## src/sv/sbus_frame_decoder_core_assert.svh

```systemverilog
// Assertion macros used by the RTL of the frame decoder core.
`ifndef SBUS_FRAME_DECODER_CORE_ASSERT_SVH
`define SBUS_FRAME_DECODER_CORE_ASSERT_SVH

`ifndef NO_ASSERTIONS

// Check a property on every rising edge, off while reset is held low.
`define SBFD_ASSERT(lbl, clk, rst_n, prop, msg) \
    lbl: assert property (@(posedge clk) disable iff (!(rst_n)) (prop)) else $error(msg);

// Check a property on every rising edge, reset included.
`define SBFD_ASSERT_ALWAYS(lbl, clk, prop, msg) \
    lbl: assert property (@(posedge clk) (prop)) else $error(msg);

`else

`define SBFD_ASSERT(lbl, clk, rst_n, prop, msg)
`define SBFD_ASSERT_ALWAYS(lbl, clk, prop, msg)

`endif

`endif

```

## src/sv/sbfd_pkg.sv

```systemverilog
`default_nettype none

package sbfd_pkg;

    localparam int FRAME_BYTES  = 25;
    localparam int NUM_CHANNELS = 16;
    localparam int ADDR_W       = $clog2(FRAME_BYTES);
    localparam int CNT_W        = $clog2(FRAME_BYTES + 1);
    localparam int CH_IDX_W     = $clog2(NUM_CHANNELS);
    localparam int CHAN_W       = 11;
    localparam int ACC_W        = CHAN_W + 7;
    localparam int NBITS_W      = $clog2(ACC_W + 1);
    localparam int CFG_W        = 10;
    localparam int CFG_IDX_W    = 1;

    // Byte positions inside a frame
    localparam logic [CNT_W-1:0]  START_POS  = CNT_W'(0);
    localparam logic [CNT_W-1:0]  FLAGS_POS  = CNT_W'(23);
    localparam logic [CNT_W-1:0]  END_POS    = CNT_W'(24);
    localparam logic [ADDR_W-1:0] FIRST_DATA = ADDR_W'(1);

    localparam logic [7:0] START_MARK = 8'h0F;
    localparam logic [7:0] END_MARK   = 8'h00;

    typedef logic [2:0] t_status;
    localparam t_status ST_OK        = 3'd0;
    localparam t_status ST_SHORT     = 3'd1;
    localparam t_status ST_BAD_START = 3'd2;
    localparam t_status ST_BAD_END   = 3'd3;
    localparam t_status ST_FLAGS     = 3'd4;

    typedef logic [1:0] t_switch;
    localparam t_switch SW_UP     = 2'd0;
    localparam t_switch SW_CENTER = 2'd1;
    localparam t_switch SW_DOWN   = 2'd2;

    typedef logic [CFG_IDX_W-1:0] t_cfg_idx;
    localparam t_cfg_idx CFG_DEADBAND  = 1'b0;
    localparam t_cfg_idx CFG_THRESHOLD = 1'b1;

    localparam logic [CFG_W-1:0] DEADBAND_RST  = CFG_W'(10);
    localparam logic [CFG_W-1:0] THRESHOLD_RST = CFG_W'(500);

endpackage

`default_nettype wire

```

## src/sv/sbus_frame_decoder_core.sv

```systemverilog
// SBUS frame decoder. Bytes of a radio-control frame arrive one word per
// handshake on the slave stream, tlast marking the final byte of the received
// buffer; the first 25 bytes go into a small store and any further bytes are
// dropped. On the final byte the block checks length and start byte: a short
// frame or a bad start gives a single error word, loaded through the error
// state into the output register once that is free. A good frame is unpacked
// by one shared bit accumulator that walks bytes 1 to 22 of the store, one RAM
// read per byte through the issue, data and check states, and emits a channel
// word whenever eleven bits are held and the master stream can take it; the
// slave side is not ready while the frame is decoded.
// Each channel word carries the value minus 1024 with the deadband applied,
// the switch position from the threshold and the frame status (flags byte
// nonzero beats end byte not 0x00). Deadband and threshold must be written by
// the user over the configuration channel only while the block is idle; the
// block itself does not enforce it.

`default_nettype none

`include "sbus_frame_decoder_core_assert.svh"

module sbus_frame_decoder_core (
    input  wire logic                            i_clk,
    input  wire logic                            i_rst_n,
    // slave stream: tdata[7:0] data_byte; tlast = last_byte
    input  wire logic                            s_axis_tvalid,
    output logic                                 s_axis_tready,
    input  wire logic [7:0]                      s_axis_tdata,
    input  wire logic                            s_axis_tlast,
    // master stream: tdata[3:0] channel_index, [14:4] channel_value,
    // [16:15] switch_position, [19:17] status, [23:20] zero;
    // tlast = last_result
    output logic                                 m_axis_tvalid,
    input  wire logic                            m_axis_tready,
    output logic      [23:0]                     m_axis_tdata,
    output logic                                 m_axis_tlast,
    // configuration: index 0 deadband, index 1 switch_threshold
    input  wire logic                            i_cfg_valid,
    output logic                                 o_cfg_ready,
    input  wire logic [sbfd_pkg::CFG_IDX_W-1:0]  i_cfg_index,
    input  wire logic [sbfd_pkg::CFG_W-1:0]      i_cfg_data
);

    // Sequencer states
    localparam logic [2:0] S_IDLE  = 3'd0;
    localparam logic [2:0] S_ERR   = 3'd1;
    localparam logic [2:0] S_ISSUE = 3'd2;
    localparam logic [2:0] S_DATA  = 3'd3;
    localparam logic [2:0] S_CHK   = 3'd4;

    localparam int ADDR_W   = sbfd_pkg::ADDR_W;
    localparam int CNT_W    = sbfd_pkg::CNT_W;
    localparam int CH_W     = sbfd_pkg::CH_IDX_W;
    localparam int CHAN_W   = sbfd_pkg::CHAN_W;
    localparam int ACC_W    = sbfd_pkg::ACC_W;
    localparam int NBITS_W  = sbfd_pkg::NBITS_W;
    localparam int CFG_W    = sbfd_pkg::CFG_W;

    localparam logic [CNT_W-1:0]   FULL_CNT = CNT_W'(sbfd_pkg::FRAME_BYTES);
    localparam logic [CH_W-1:0]    LAST_CH  = CH_W'(sbfd_pkg::NUM_CHANNELS - 1);
    localparam logic [NBITS_W-1:0] CHAN_NB  = NBITS_W'(CHAN_W);
    localparam logic [NBITS_W-1:0] BYTE_NB  = NBITS_W'(8);

    // Control state
    logic [2:0]            r_state;
    logic [CNT_W-1:0]      r_byte_cnt;
    logic [NBITS_W-1:0]    r_nbits;
    logic                  r_m_valid;
    logic [CFG_W-1:0]      r_deadband;
    logic [CFG_W-1:0]      r_threshold;

    // Datapath state
    logic                  r_start_ok;
    logic                  r_flags_nz;
    logic                  r_end_nz;
    sbfd_pkg::t_status     r_frame_st;
    sbfd_pkg::t_status     r_err_st;
    logic [ADDR_W-1:0]     r_addr;
    logic [CH_W-1:0]       r_ch;
    logic [ACC_W-1:0]      r_acc;

    // Output word
    logic [CH_W-1:0]       r_o_idx;
    logic signed [CHAN_W-1:0] r_o_val;
    sbfd_pkg::t_switch     r_o_sw;
    sbfd_pkg::t_status     r_o_st;
    logic                  r_o_last;

    logic                  w_in_acc;
    logic                  w_store;
    logic [CNT_W-1:0]      w_cnt_inc;
    logic                  w_out_free;
    logic                  w_ram_re;
    logic [7:0]            w_rdata;
    logic                  w_end_nz;

    logic [CHAN_W-1:0]     w_raw;
    logic signed [CHAN_W-1:0] w_v;
    logic signed [CHAN_W:0]   w_v12;
    logic signed [CHAN_W:0]   w_db12;
    logic signed [CHAN_W:0]   w_th12;
    logic signed [CHAN_W:0]   w_vz;
    sbfd_pkg::t_switch     w_sw;
    logic                  w_emit;
    logic                  w_err_load;

    assign o_cfg_ready   = 1'b1;
    assign s_axis_tready = (r_state == S_IDLE);
    assign w_in_acc      = s_axis_tvalid && s_axis_tready;
    assign w_store       = w_in_acc && (r_byte_cnt < FULL_CNT);
    assign w_cnt_inc     = w_store ? (r_byte_cnt + CNT_W'(1)) : r_byte_cnt;
    assign w_out_free    = !r_m_valid || m_axis_tready;
    assign w_ram_re      = (r_state == S_ISSUE);

    // The end byte may be the final byte itself: take it straight off the bus then.
    assign w_end_nz = (w_store && (r_byte_cnt == sbfd_pkg::END_POS))
                    ? (s_axis_tdata != sbfd_pkg::END_MARK) : r_end_nz;

    sbfd_ram #(
        .WIDTH(8),
        .DEPTH(sbfd_pkg::FRAME_BYTES)
    ) u_store (
        .i_clk   (i_clk),
        .i_we    (w_store),
        .i_waddr (r_byte_cnt[ADDR_W-1:0]),
        .i_wdata (s_axis_tdata),
        .i_re    (w_ram_re),
        .i_raddr (r_addr),
        .o_rdata (w_rdata)
    );

    // Channel arithmetic: centre by flipping the top bit, then deadband and
    // switch compares in one bit more so that -1024 and -threshold fit.
    assign w_raw  = r_acc[CHAN_W-1:0];
    assign w_v    = $signed({~w_raw[CHAN_W-1], w_raw[CHAN_W-2:0]});
    assign w_v12  = {w_v[CHAN_W-1], w_v};
    assign w_db12 = $signed({2'b00, r_deadband});
    assign w_th12 = $signed({2'b00, r_threshold});

    always_comb begin
        w_vz = w_v12;
        if ((w_v12 <= w_db12) && (w_v12 >= -w_db12)) begin
            w_vz = '0;
        end
        if (w_vz > w_th12) begin
            w_sw = sbfd_pkg::SW_DOWN;
        end else if (w_vz < -w_th12) begin
            w_sw = sbfd_pkg::SW_UP;
        end else begin
            w_sw = sbfd_pkg::SW_CENTER;
        end
    end

    assign w_emit     = (r_state == S_CHK) && (r_nbits >= CHAN_NB) && w_out_free;
    assign w_err_load = (r_state == S_ERR) && w_out_free;

    // Configuration registers
    always_ff @(posedge i_clk) begin
        if (!i_rst_n) begin
            r_deadband  <= sbfd_pkg::DEADBAND_RST;
            r_threshold <= sbfd_pkg::THRESHOLD_RST;
        end else if (i_cfg_valid && o_cfg_ready) begin
            case (i_cfg_index)
                sbfd_pkg::CFG_DEADBAND:  r_deadband  <= i_cfg_data;
                sbfd_pkg::CFG_THRESHOLD: r_threshold <= i_cfg_data;
                default: ;
            endcase
        end
    end

    // Sequencer and control
    always_ff @(posedge i_clk) begin
        if (!i_rst_n) begin
            r_state    <= S_IDLE;
            r_byte_cnt <= '0;
            r_nbits    <= '0;
            r_m_valid  <= 1'b0;
        end else begin
            if (w_emit || w_err_load) begin
                r_m_valid <= 1'b1;
            end else if (m_axis_tready) begin
                r_m_valid <= 1'b0;
            end

            case (r_state)
                S_IDLE: begin
                    if (w_in_acc) begin
                        if (s_axis_tlast) begin
                            // the frame ends here: restart the count
                            r_byte_cnt <= '0;
                            r_nbits    <= '0;
                            if ((w_cnt_inc < FULL_CNT) || !r_start_ok) begin
                                r_state <= S_ERR;
                            end else begin
                                r_state <= S_ISSUE;
                            end
                        end else begin
                            r_byte_cnt <= w_cnt_inc;
                        end
                    end
                end
                S_ERR: begin
                    if (w_out_free) begin
                        r_state <= S_IDLE;
                    end
                end
                S_ISSUE: begin
                    r_state <= S_DATA;
                end
                S_DATA: begin
                    r_nbits <= r_nbits + BYTE_NB;
                    r_state <= S_CHK;
                end
                S_CHK: begin
                    if (r_nbits >= CHAN_NB) begin
                        if (w_out_free) begin
                            r_nbits <= r_nbits - CHAN_NB;
                            r_state <= (r_ch == LAST_CH) ? S_IDLE : S_ISSUE;
                        end
                    end else begin
                        r_state <= S_ISSUE;
                    end
                end
                default: begin
                    r_state <= S_IDLE;
                end
            endcase
        end
    end

    // Frame markers, captured as the bytes are stored
    always_ff @(posedge i_clk) begin
        if (w_store) begin
            if (r_byte_cnt == sbfd_pkg::START_POS) begin
                r_start_ok <= (s_axis_tdata == sbfd_pkg::START_MARK);
            end
            if (r_byte_cnt == sbfd_pkg::FLAGS_POS) begin
                r_flags_nz <= (s_axis_tdata != 8'h00);
            end
            if (r_byte_cnt == sbfd_pkg::END_POS) begin
                r_end_nz <= (s_axis_tdata != sbfd_pkg::END_MARK);
            end
        end
    end

    // Decode datapath
    always_ff @(posedge i_clk) begin
        if ((r_state == S_IDLE) && w_in_acc && s_axis_tlast) begin
            r_addr   <= sbfd_pkg::FIRST_DATA;
            r_ch     <= '0;
            r_acc    <= '0;
            r_err_st <= (w_cnt_inc < FULL_CNT) ? sbfd_pkg::ST_SHORT
                                               : sbfd_pkg::ST_BAD_START;
            if (r_flags_nz) begin
                r_frame_st <= sbfd_pkg::ST_FLAGS;
            end else if (w_end_nz) begin
                r_frame_st <= sbfd_pkg::ST_BAD_END;
            end else begin
                r_frame_st <= sbfd_pkg::ST_OK;
            end
        end
        if (r_state == S_DATA) begin
            // append the fresh byte above the bits still held
            r_acc  <= r_acc | (ACC_W'(w_rdata) << r_nbits);
            r_addr <= r_addr + ADDR_W'(1);
        end
        if (w_emit) begin
            r_acc <= r_acc >> CHAN_W;
            r_ch  <= r_ch + CH_W'(1);
        end
    end

    // Output register: load a channel or an error word
    always_ff @(posedge i_clk) begin
        if (w_emit) begin
            r_o_idx  <= r_ch;
            r_o_val  <= w_vz[CHAN_W-1:0];
            r_o_sw   <= w_sw;
            r_o_st   <= r_frame_st;
            r_o_last <= (r_ch == LAST_CH);
        end else if (w_err_load) begin
            r_o_idx  <= '0;
            r_o_val  <= '0;
            r_o_sw   <= sbfd_pkg::SW_CENTER;
            r_o_st   <= r_err_st;
            r_o_last <= 1'b1;
        end
    end

    assign m_axis_tvalid = r_m_valid;
    assign m_axis_tdata  = {4'b0000, r_o_st, r_o_sw, r_o_val, r_o_idx};
    assign m_axis_tlast  = r_o_last;

    // Count restarts on every final byte, so it is zero while decoding.
    `SBFD_ASSERT(a_cnt_idle_decode, i_clk, i_rst_n,
        (r_state != S_IDLE) |-> (r_byte_cnt == '0), "byte count not cleared for decode")
    `SBFD_ASSERT(a_cnt_bound, i_clk, i_rst_n,
        r_byte_cnt <= FULL_CNT, "byte count beyond frame length")
    `SBFD_ASSERT(a_acc_bound, i_clk, i_rst_n,
        r_nbits <= NBITS_W'(ACC_W), "bit accumulator overfilled")
    `SBFD_ASSERT(a_err_word, i_clk, i_rst_n,
        (m_axis_tvalid && ((r_o_st == sbfd_pkg::ST_SHORT) ||
        (r_o_st == sbfd_pkg::ST_BAD_START))) |-> (m_axis_tlast && (r_o_idx == '0)
        && (r_o_val == '0)), "malformed error word")
    `SBFD_ASSERT(a_last_channel, i_clk, i_rst_n,
        (m_axis_tvalid && m_axis_tlast && (r_o_st != sbfd_pkg::ST_SHORT) &&
        (r_o_st != sbfd_pkg::ST_BAD_START)) |-> (r_o_idx == LAST_CH),
        "frame closed before last channel")

endmodule

`default_nettype wire

```

## src/sv/sbfd_ram.sv

```systemverilog
`default_nettype none

module sbfd_ram #(
    parameter int WIDTH = 8,
    parameter int DEPTH = 25
) (
    input  wire logic                     i_clk,
    input  wire logic                     i_we,
    input  wire logic [$clog2(DEPTH)-1:0] i_waddr,
    input  wire logic [WIDTH-1:0]         i_wdata,
    input  wire logic                     i_re,
    input  wire logic [$clog2(DEPTH)-1:0] i_raddr,
    output logic      [WIDTH-1:0]         o_rdata
);

    logic [WIDTH-1:0] r_mem [DEPTH];

    always_ff @(posedge i_clk) begin
        if (i_we) begin
            r_mem[i_waddr] <= i_wdata;
        end
        if (i_re) begin
            o_rdata <= r_mem[i_raddr];
        end
    end

endmodule

`default_nettype wire
```

## config.mk

```make
export PLATFORM = sky130hd
export DESIGN_NAME = sbus_frame_decoder_core
export DESIGN_NICKNAME = d
export VERILOG_FILES = /design/src/sv/sbfd_pkg.sv /design/src/sv/sbus_frame_decoder_core.sv /design/src/sv/sbfd_ram.sv
export VERILOG_INCLUDE_DIRS = /design/src /design/src/sv
export SDC_FILE = /design/constraint.sdc
export NUM_CORES = 1
export LEC_CHECK = 0
export BUFFER_PORTS_ARGS = -buffer_cell sky130_fd_sc_hd__buf_2
export CELL_PAD_IN_SITES_DETAIL_PLACEMENT = 0
export CELL_PAD_IN_SITES_GLOBAL_PLACEMENT = 1
export CORE_MARGIN = 2
export CORE_UTILIZATION = 47
export DETAILED_ROUTE_END_ITERATION = 8
export MAX_ROUTING_LAYER = met4
export PLACE_DENSITY_LB_ADDON = 0.1
export SYNTH_ARGS = -nofsm -noshare
export SYNTH_HDL_FRONTEND = slang
export SYNTH_SLANG_ARGS = --single-unit
```

## constraint.sdc

```tcl
create_clock -name i_clk -period 4.3 [get_ports i_clk]
set_clock_uncertainty 0.15 [all_clocks]
set_input_delay 1.29 -clock i_clk [delete_from_list [all_inputs] [get_ports i_clk]]
set_output_delay 1.29 -clock i_clk [all_outputs]
set_load 0.01 [all_outputs]
```

# Yosys cells after proc, flatten, opt, wreduce, memory -nomap -nowiden
# Memory sizes are Yosys's and may differ from the RTL's. A register that Yosys moved wholly into a read port is not among the register bits.
# Index checks and enable logic that the tools add are counted.
dict set report word_totals {
  mem_bits_rw 200
  inputBits 25
  register_bits 91
  wordCells 126
  memories 1
}
dict set report op_classes {
  eq_ne 14
  n_addsub 7
  bitwise 3
  mux 42
  n_reduce_logical 31
  n_lt_le_gt_ge 7
  shift 1
}
# name words width read_ports rd_clocked_by_memory_dff wr line_no
set memory_table {}
lappend memory_table {u_store.r_mem 25 8 1 1 1 sbfd_ram.sv:16} ;# logic [WIDTH-1:0] r_mem [DEPTH];
# operator n
set op_table {}
lappend op_table {{$mux W5} 8}
lappend op_table {{$mux W18} 2}
lappend op_table {{$neg A10 Y12} 2}
lappend op_table {{$mux W11} 2}
lappend op_table {{$mux W3} 7}
lappend op_table {{$or A18 B18 Y18} 1}
lappend op_table {{$shl A8 B5 Y18} 1}
lappend op_table {{$mux W4} 4}
lappend op_table {{$pmux W3 S5} 1}
lappend op_table {{$pmux W5 S3} 1}
lappend op_table {{$mux W2} 7}
lappend op_table {{$ge A11 B12 Y1} 1}
lappend op_table {{$gt A12 B11 Y1} 1}
lappend op_table {{$lt A12 B12 Y1} 1}
lappend op_table {{$mux W12} 1}
lappend op_table {{$reduce_and A2 Y1} 6}
lappend op_table {{$le A11 B11 Y1} 1}
lappend op_table {{$add A5 B1 Y5 const B} 2}
lappend op_table {{$eq A5 B5 Y1 const B} 2}
lappend op_table {{$lt A5 B5 Y1 const B} 2}
lappend op_table {{$logic_and A1 B1 Y1} 9}
lappend op_table {{$eq A8 B4 Y1 const B} 1}
lappend op_table {{$mux W1} 8}
lappend op_table {{$reduce_bool A2 Y1} 4}
lappend op_table {{21 further kinds} 30}

# Logic depth before layout (Yosys ltp)
dict set report depth {
  word_depth 10
  mapped_depth 19
  mapped_depth_nobuf 18
}

# Modules after synthesis
# A second synthesis with hierarchy kept.
dict set report hier_totals {
  hier_cells 1086
  area_unflattened_um2 13884.6
}
# mod n_inst area_per_inst_um2 cells_each
set modules_own_cells {}
lappend modules_own_cells {sbfd_ram 1 8177.8 460}
lappend modules_own_cells {sbus_frame_decoder_core 1 5706.7 626}

# Least setup slack after synthesis
# Ideal clock, no wire load.
dict set report synth_timing {
  path_type {reg-to-reg}
  start {register r_deadband[4]}
  end {register r_o_sw[1], data pin}
  stages_incl_launch_ff 19
  arrival_ps 3540
  required_time_ps 3895
  setup_slack_ps 355
  period_less_slack_ps 3945
  setup_ps 255
  cell_sequence {dfxtp_1 -> nor4_1 -> nand2_1 -> o41ai_1 -> o21ai_0 -> ha_1 -> and4_1 -> a221oi_1 -> o21ai_0 -> o41ai_1 -> clkbuf_1 -> and2_1 -> ha_1 -> a211oi_1 -> o21ai_0 -> nor2_1 -> a21oi_1 -> o21a_1 -> and2_1}
}
dict set report synth_via {
  elab_chain_cells 7
  word_cells_on_any_way 8
  cone_classes {add/sub: 1; order compare: 3; mux: 3; reduce/logical: 1}
}
# item line_no
set synth_lines {}
lappend synth_lines {{from (decl)} sbus_frame_decoder_core.sv:68} ;# logic [CFG_W-1:0] r_deadband;
lappend synth_lines {{from (signal assigned)} sbus_frame_decoder_core.sv:159} ;# r_deadband <= sbfd_pkg::DEADBAND_RST;
lappend synth_lines {{from (signal assigned)} sbus_frame_decoder_core.sv:163} ;# sbfd_pkg::CFG_DEADBAND: r_deadband <= i_cfg_data;
lappend synth_lines {{$neg A10 Y12} sbus_frame_decoder_core.sv:141} ;# if ((w_v12 <= w_db12) && (w_v12 >= -w_db12)) begin
lappend synth_lines {{$ge A11 B12 Y1} sbus_frame_decoder_core.sv:141}
lappend synth_lines {{$logic_and A1 B1 Y1 (*)} sbus_frame_decoder_core.sv:141}
lappend synth_lines {{$mux W12 (*)} sbus_frame_decoder_core.sv:141}
lappend synth_lines {{net w_vz[9]} sbus_frame_decoder_core.sv:101} ;# logic signed [CHAN_W:0] w_vz;
lappend synth_lines {{$gt A12 B11 Y1 (*)} sbus_frame_decoder_core.sv:144} ;# if (w_vz > w_th12) begin
lappend synth_lines {{$mux W2 (*)} sbus_frame_decoder_core.sv:144}
lappend synth_lines {{$mux W2 (*)} sbus_frame_decoder_core.sv:274} ;# if (w_emit) begin
lappend synth_lines {{to (signal assigned)} sbus_frame_decoder_core.sv:277} ;# r_o_sw <= w_sw;
lappend synth_lines {{to (signal assigned)} sbus_frame_decoder_core.sv:283} ;# r_o_sw <= sbfd_pkg::SW_CENTER;
lappend synth_lines {{to (decl)} sbus_frame_decoder_core.sv:84} ;# sbfd_pkg::t_switch r_o_sw;
# Mark *: on every way through the listed nets, which the timed path passes. The rest lies on a longest branch.
# A chain may end at the register's enable or synchronous reset.

# Worst setup path after layout
dict set report layout_timing {
  start {register r_deadband[3]}
  end {register r_o_sw[1], data pin}
}
# Same word-level chain as after synthesis.

==> impl_results.md <==
- Area of the die: 30850 um2
- Nets: 1115
- I/O pin count: 53
- Site row count: 62
- Antenna violations before repair: 0
- #FFs+latches synth: 297
- Htree depth: 2
- Crit. End Element: flop
- Worst-skew pair later-pin latency: 0.51 ns
- Final Wtd Congestion: 0.8614
- RSZ-0062 raised after global routing: no
- Leak: 5.611 nW
- Register Area: 8468 um2
- Critical Path AT: 4.08 ns
- Max Cap Viol: 0
- Part of the power in registers: 50.1%
- Ys flop type: edfxtp_1
- Relative slew slack: 30.96%
- Post-route cell area: 15740 um2
- Sw frac: 21.53%
- Wl on met1: 13370 um
- Power per cell area: 404.9 nW/um2
- Hold Slack: 0.3231 ns
- Number of synthesized flops with an enable pin: 252
- Post-detail-place hpwl: 20950 um
- Chip height: 175.6 um
- IO Port Bufs: 47
- Fmax: 252.1 MHz
- Top Family by Delay on Critical Path: compound AO/OA/AOI/OAI gates
- Main area contributors after synthesis: edfxtp_1, mux4_1, dfxtp_1
- DR iter-0 viols: 531
- Longest Clk Path Bufs: 3
- Root Buffer: clkbuf_16
- Dominant cell type by area after synthesis: edfxtp_1
- Mapped Cells: 970
- Worst min-delay path category: reg -> reg
- Most common cell after layout, fill and taps aside: edfxtp_1
- Clk sinks: 297
- CTS tree: done
- Vias: 8043
- Slowest CP cell: nor4_2
- Synth top area share: 54.65%
- Crit share post-route: 92.27%
- Final min period: 3.967 ns
- Sequential-to-total area share from yosys stat: 61.15%
- Largest stage delay on the critical path: 0.33 ns
- DRT Wirelength: 30780 um
- Internal power: 4.999 mW
- Antenna-violating nets left: 0
- Routed vias/inst: 5.555
- DR WL met2: 15430 um
- Worst hold start: r_acc[15]$_SDFFE_PP0P_
- Critical path class: reg -> reg
- Req. time, crit path: 4.41 ns
- Core area: 28860 um2
- Crit-path max FO: 8
- Vias in the first global route: 8071
- Combinational group share of total power: 5.8%
- Layout cell share with drive strength beyond 1: 18.42%
- Multi-input logic area: 5031 um2
- CP Cell Sequence: nor4_2 > nand2_1 > buf_4 > nor2_1 > xnor2_1 > ha_1 > a21oi_1 > o21ai_1 > a221oi_2 > o21ai_2 > o41ai_4 > buf_4 > and2_1 > ha_1 > nor2b_1 > o21a_1 > o21ai_0 > a21oi_1 > o21a_1 > and2_1
- Post-DP Area: 14570 um2
- Gr usage total: 21.13%
- Ys async rst share: 0%
- Reg clk slew, reported paths: 0.06 ns
- Avg Cell Area, Syn: 14.28 um2
- WL met3: 1167 um
- YS warnings: 0
- Synthesized area: 13850 um2
- Largest net degree at the start of global routing: 52
- Final number of setup-violating endpoints: 0
- Initial Util: 47.98%
- Drt wl/cell: 21.25 um
- Slew @ Worst Pin: 1.026 ns
- Pre-antenna DRT Iters: 5
- Outcome: completed
- First-pass GRT wire length: 47480 um
- Synth unique cells: 64
- Fillers: 2418
- CTS buffer count: 34
- Max layer used: met4
- Crit path from: r_deadband[3]$_SDFFE_PN1P_
- Crit start category: flop
- Slew Viols, Final: 0
- ANT cells: 0
- Chip width: 175.6 um
- Final hold vios: 0
- Global route overflow: 0
- Total Neg Setup Slack: 0 ns
- P&R area growth vs syn: 13.64%
- CP bufs+invs: 2
- Maximum VDD drop: 0.0003620 V
- Switch Pwr: 1.372 mW
- Commonest non-fill, non-tap cells in the layout: edfxtp_1, nand2_1, nor2_1, ha_1, buf_2
- Clk pwr share: 44.1%
- # DRC: 0
- Reg2reg start: r_deadband[3]$_SDFFE_PN1P_
## sequential cells by signal (all words and copies together) (netlist names), 2 cells and up
signal           flops
u_store.r_mem      200
r_acc               18
r_o_val             11
r_deadband          10
r_threshold         10
u_store.o_rdata      8
r_addr               5
r_byte_cnt           5
r_nbits              5
r_ch                 4
r_o_idx              4
r_o_st               3
r_state              3
r_err_st             2
r_frame_st           2
r_o_sw               2
## area by class of cell
class                   count  share of cell area [%]
clock inverters            19                   1.248
clock buffers              43                   5.757
well taps                 384                   3.053
inverters                  38                  0.9065
repair buffers             82                   3.244
flip-flops and latches    297                   53.82
multi-input cells         585                   31.97
## metal layers
metal / vias to the layer above / GRT usage [%]
li1: 3867 / -
met1: 3948 / 26.60
met2: 171 / 35.65
met3: 57 / 3.030
met4: 0 / 6.543
met5: - / -
## cells by family after synthesis
kind of cell             after synthesis  synth area share, %
flip-flops                           297                61.15
multiplexers                          99                13.54
buffers and inverters                 91                3.036
XOR/XNOR                              19                1.202
AND/OR/NAND/NOR                      272                9.578
AO/OA/AOI/OAI                        138                6.732
adder cells (fa/ha/maj)               52                4.699
other                                  2              0.05424
## power groups by stage
stage	clock network, mW	registers, mW	logic, mW
floorplan	0	3.25	0.227
global placement	0	3.25	0.369
detailed placement	0	3.25	0.369
CTS	2.89	3.19	0.370
global route	3.00	3.19	0.416
finish	2.81	3.19	0.369
## repair_timing
action,4_1_cts,5_1_grt
gates resized for setup,0,9
hold buffers,0,0
setup endpoints to repair,0,2
endpoints found under the hold margin,0,0
buffers inserted,0,2
## Yosys cell counts, drive strengths merged, types with 3 or more instances
library cell,instances
o31ai,3
or3,4
nor2,62
a21o,4
o41ai,3
nand4,6
o22ai,3
ha,52
and2,22
edfxtp,252
inv,37
buf,25
and3,14
a31oi,7
a211oi,3
or2,3
nor3,17
and4,3
mux4,56
xnor2,14
a21boi,14
a22o,7
nand3,14
nand2,86
nor4,8
o21ai,31
dfxtp,45
o211ai,10
mux2i,13
nor2b,11
o21a,4
nand2b,17
a21oi,27
clkbuf,28
xor2,5
mux2,30
## per-stage QoR
| step | setup slack, ns | std cells | util [%] | total power [mW] |
|---|---|---|---|---|
| 3_5_place_dp | 0.07391 | 1384 | 50.50 | 3.620 |
| 3_3_place_gp | 0.1570 | 1384 | 50.50 | 3.620 |
| 6_report | 0.3325 | 1448 | 54.53 | 6.370 |
| 4_1_cts | 0.07558 | 1446 | 54.32 | 6.450 |
| 5_1_grt | 0.01196 | 1448 | 54.53 | 6.610 |
| 2_1_floorplan | 0.3552 | 973 | - | 3.473 |
## path summary, 6_finish.rpt
path,end,slack (ns),cells past startpoint
max,r_o_sw[1]$_SDFFCE_PN0P_,0.33,20
min,r_acc[15]$_SDFFE_PP0P_,0.32,1
min reg2reg,r_acc[15]$_SDFFE_PP0P_,0.32,1
max reg2reg,r_o_sw[1]$_SDFFCE_PN0P_,0.33,20
Note: power is estimated with default switching activity, not from simulation.
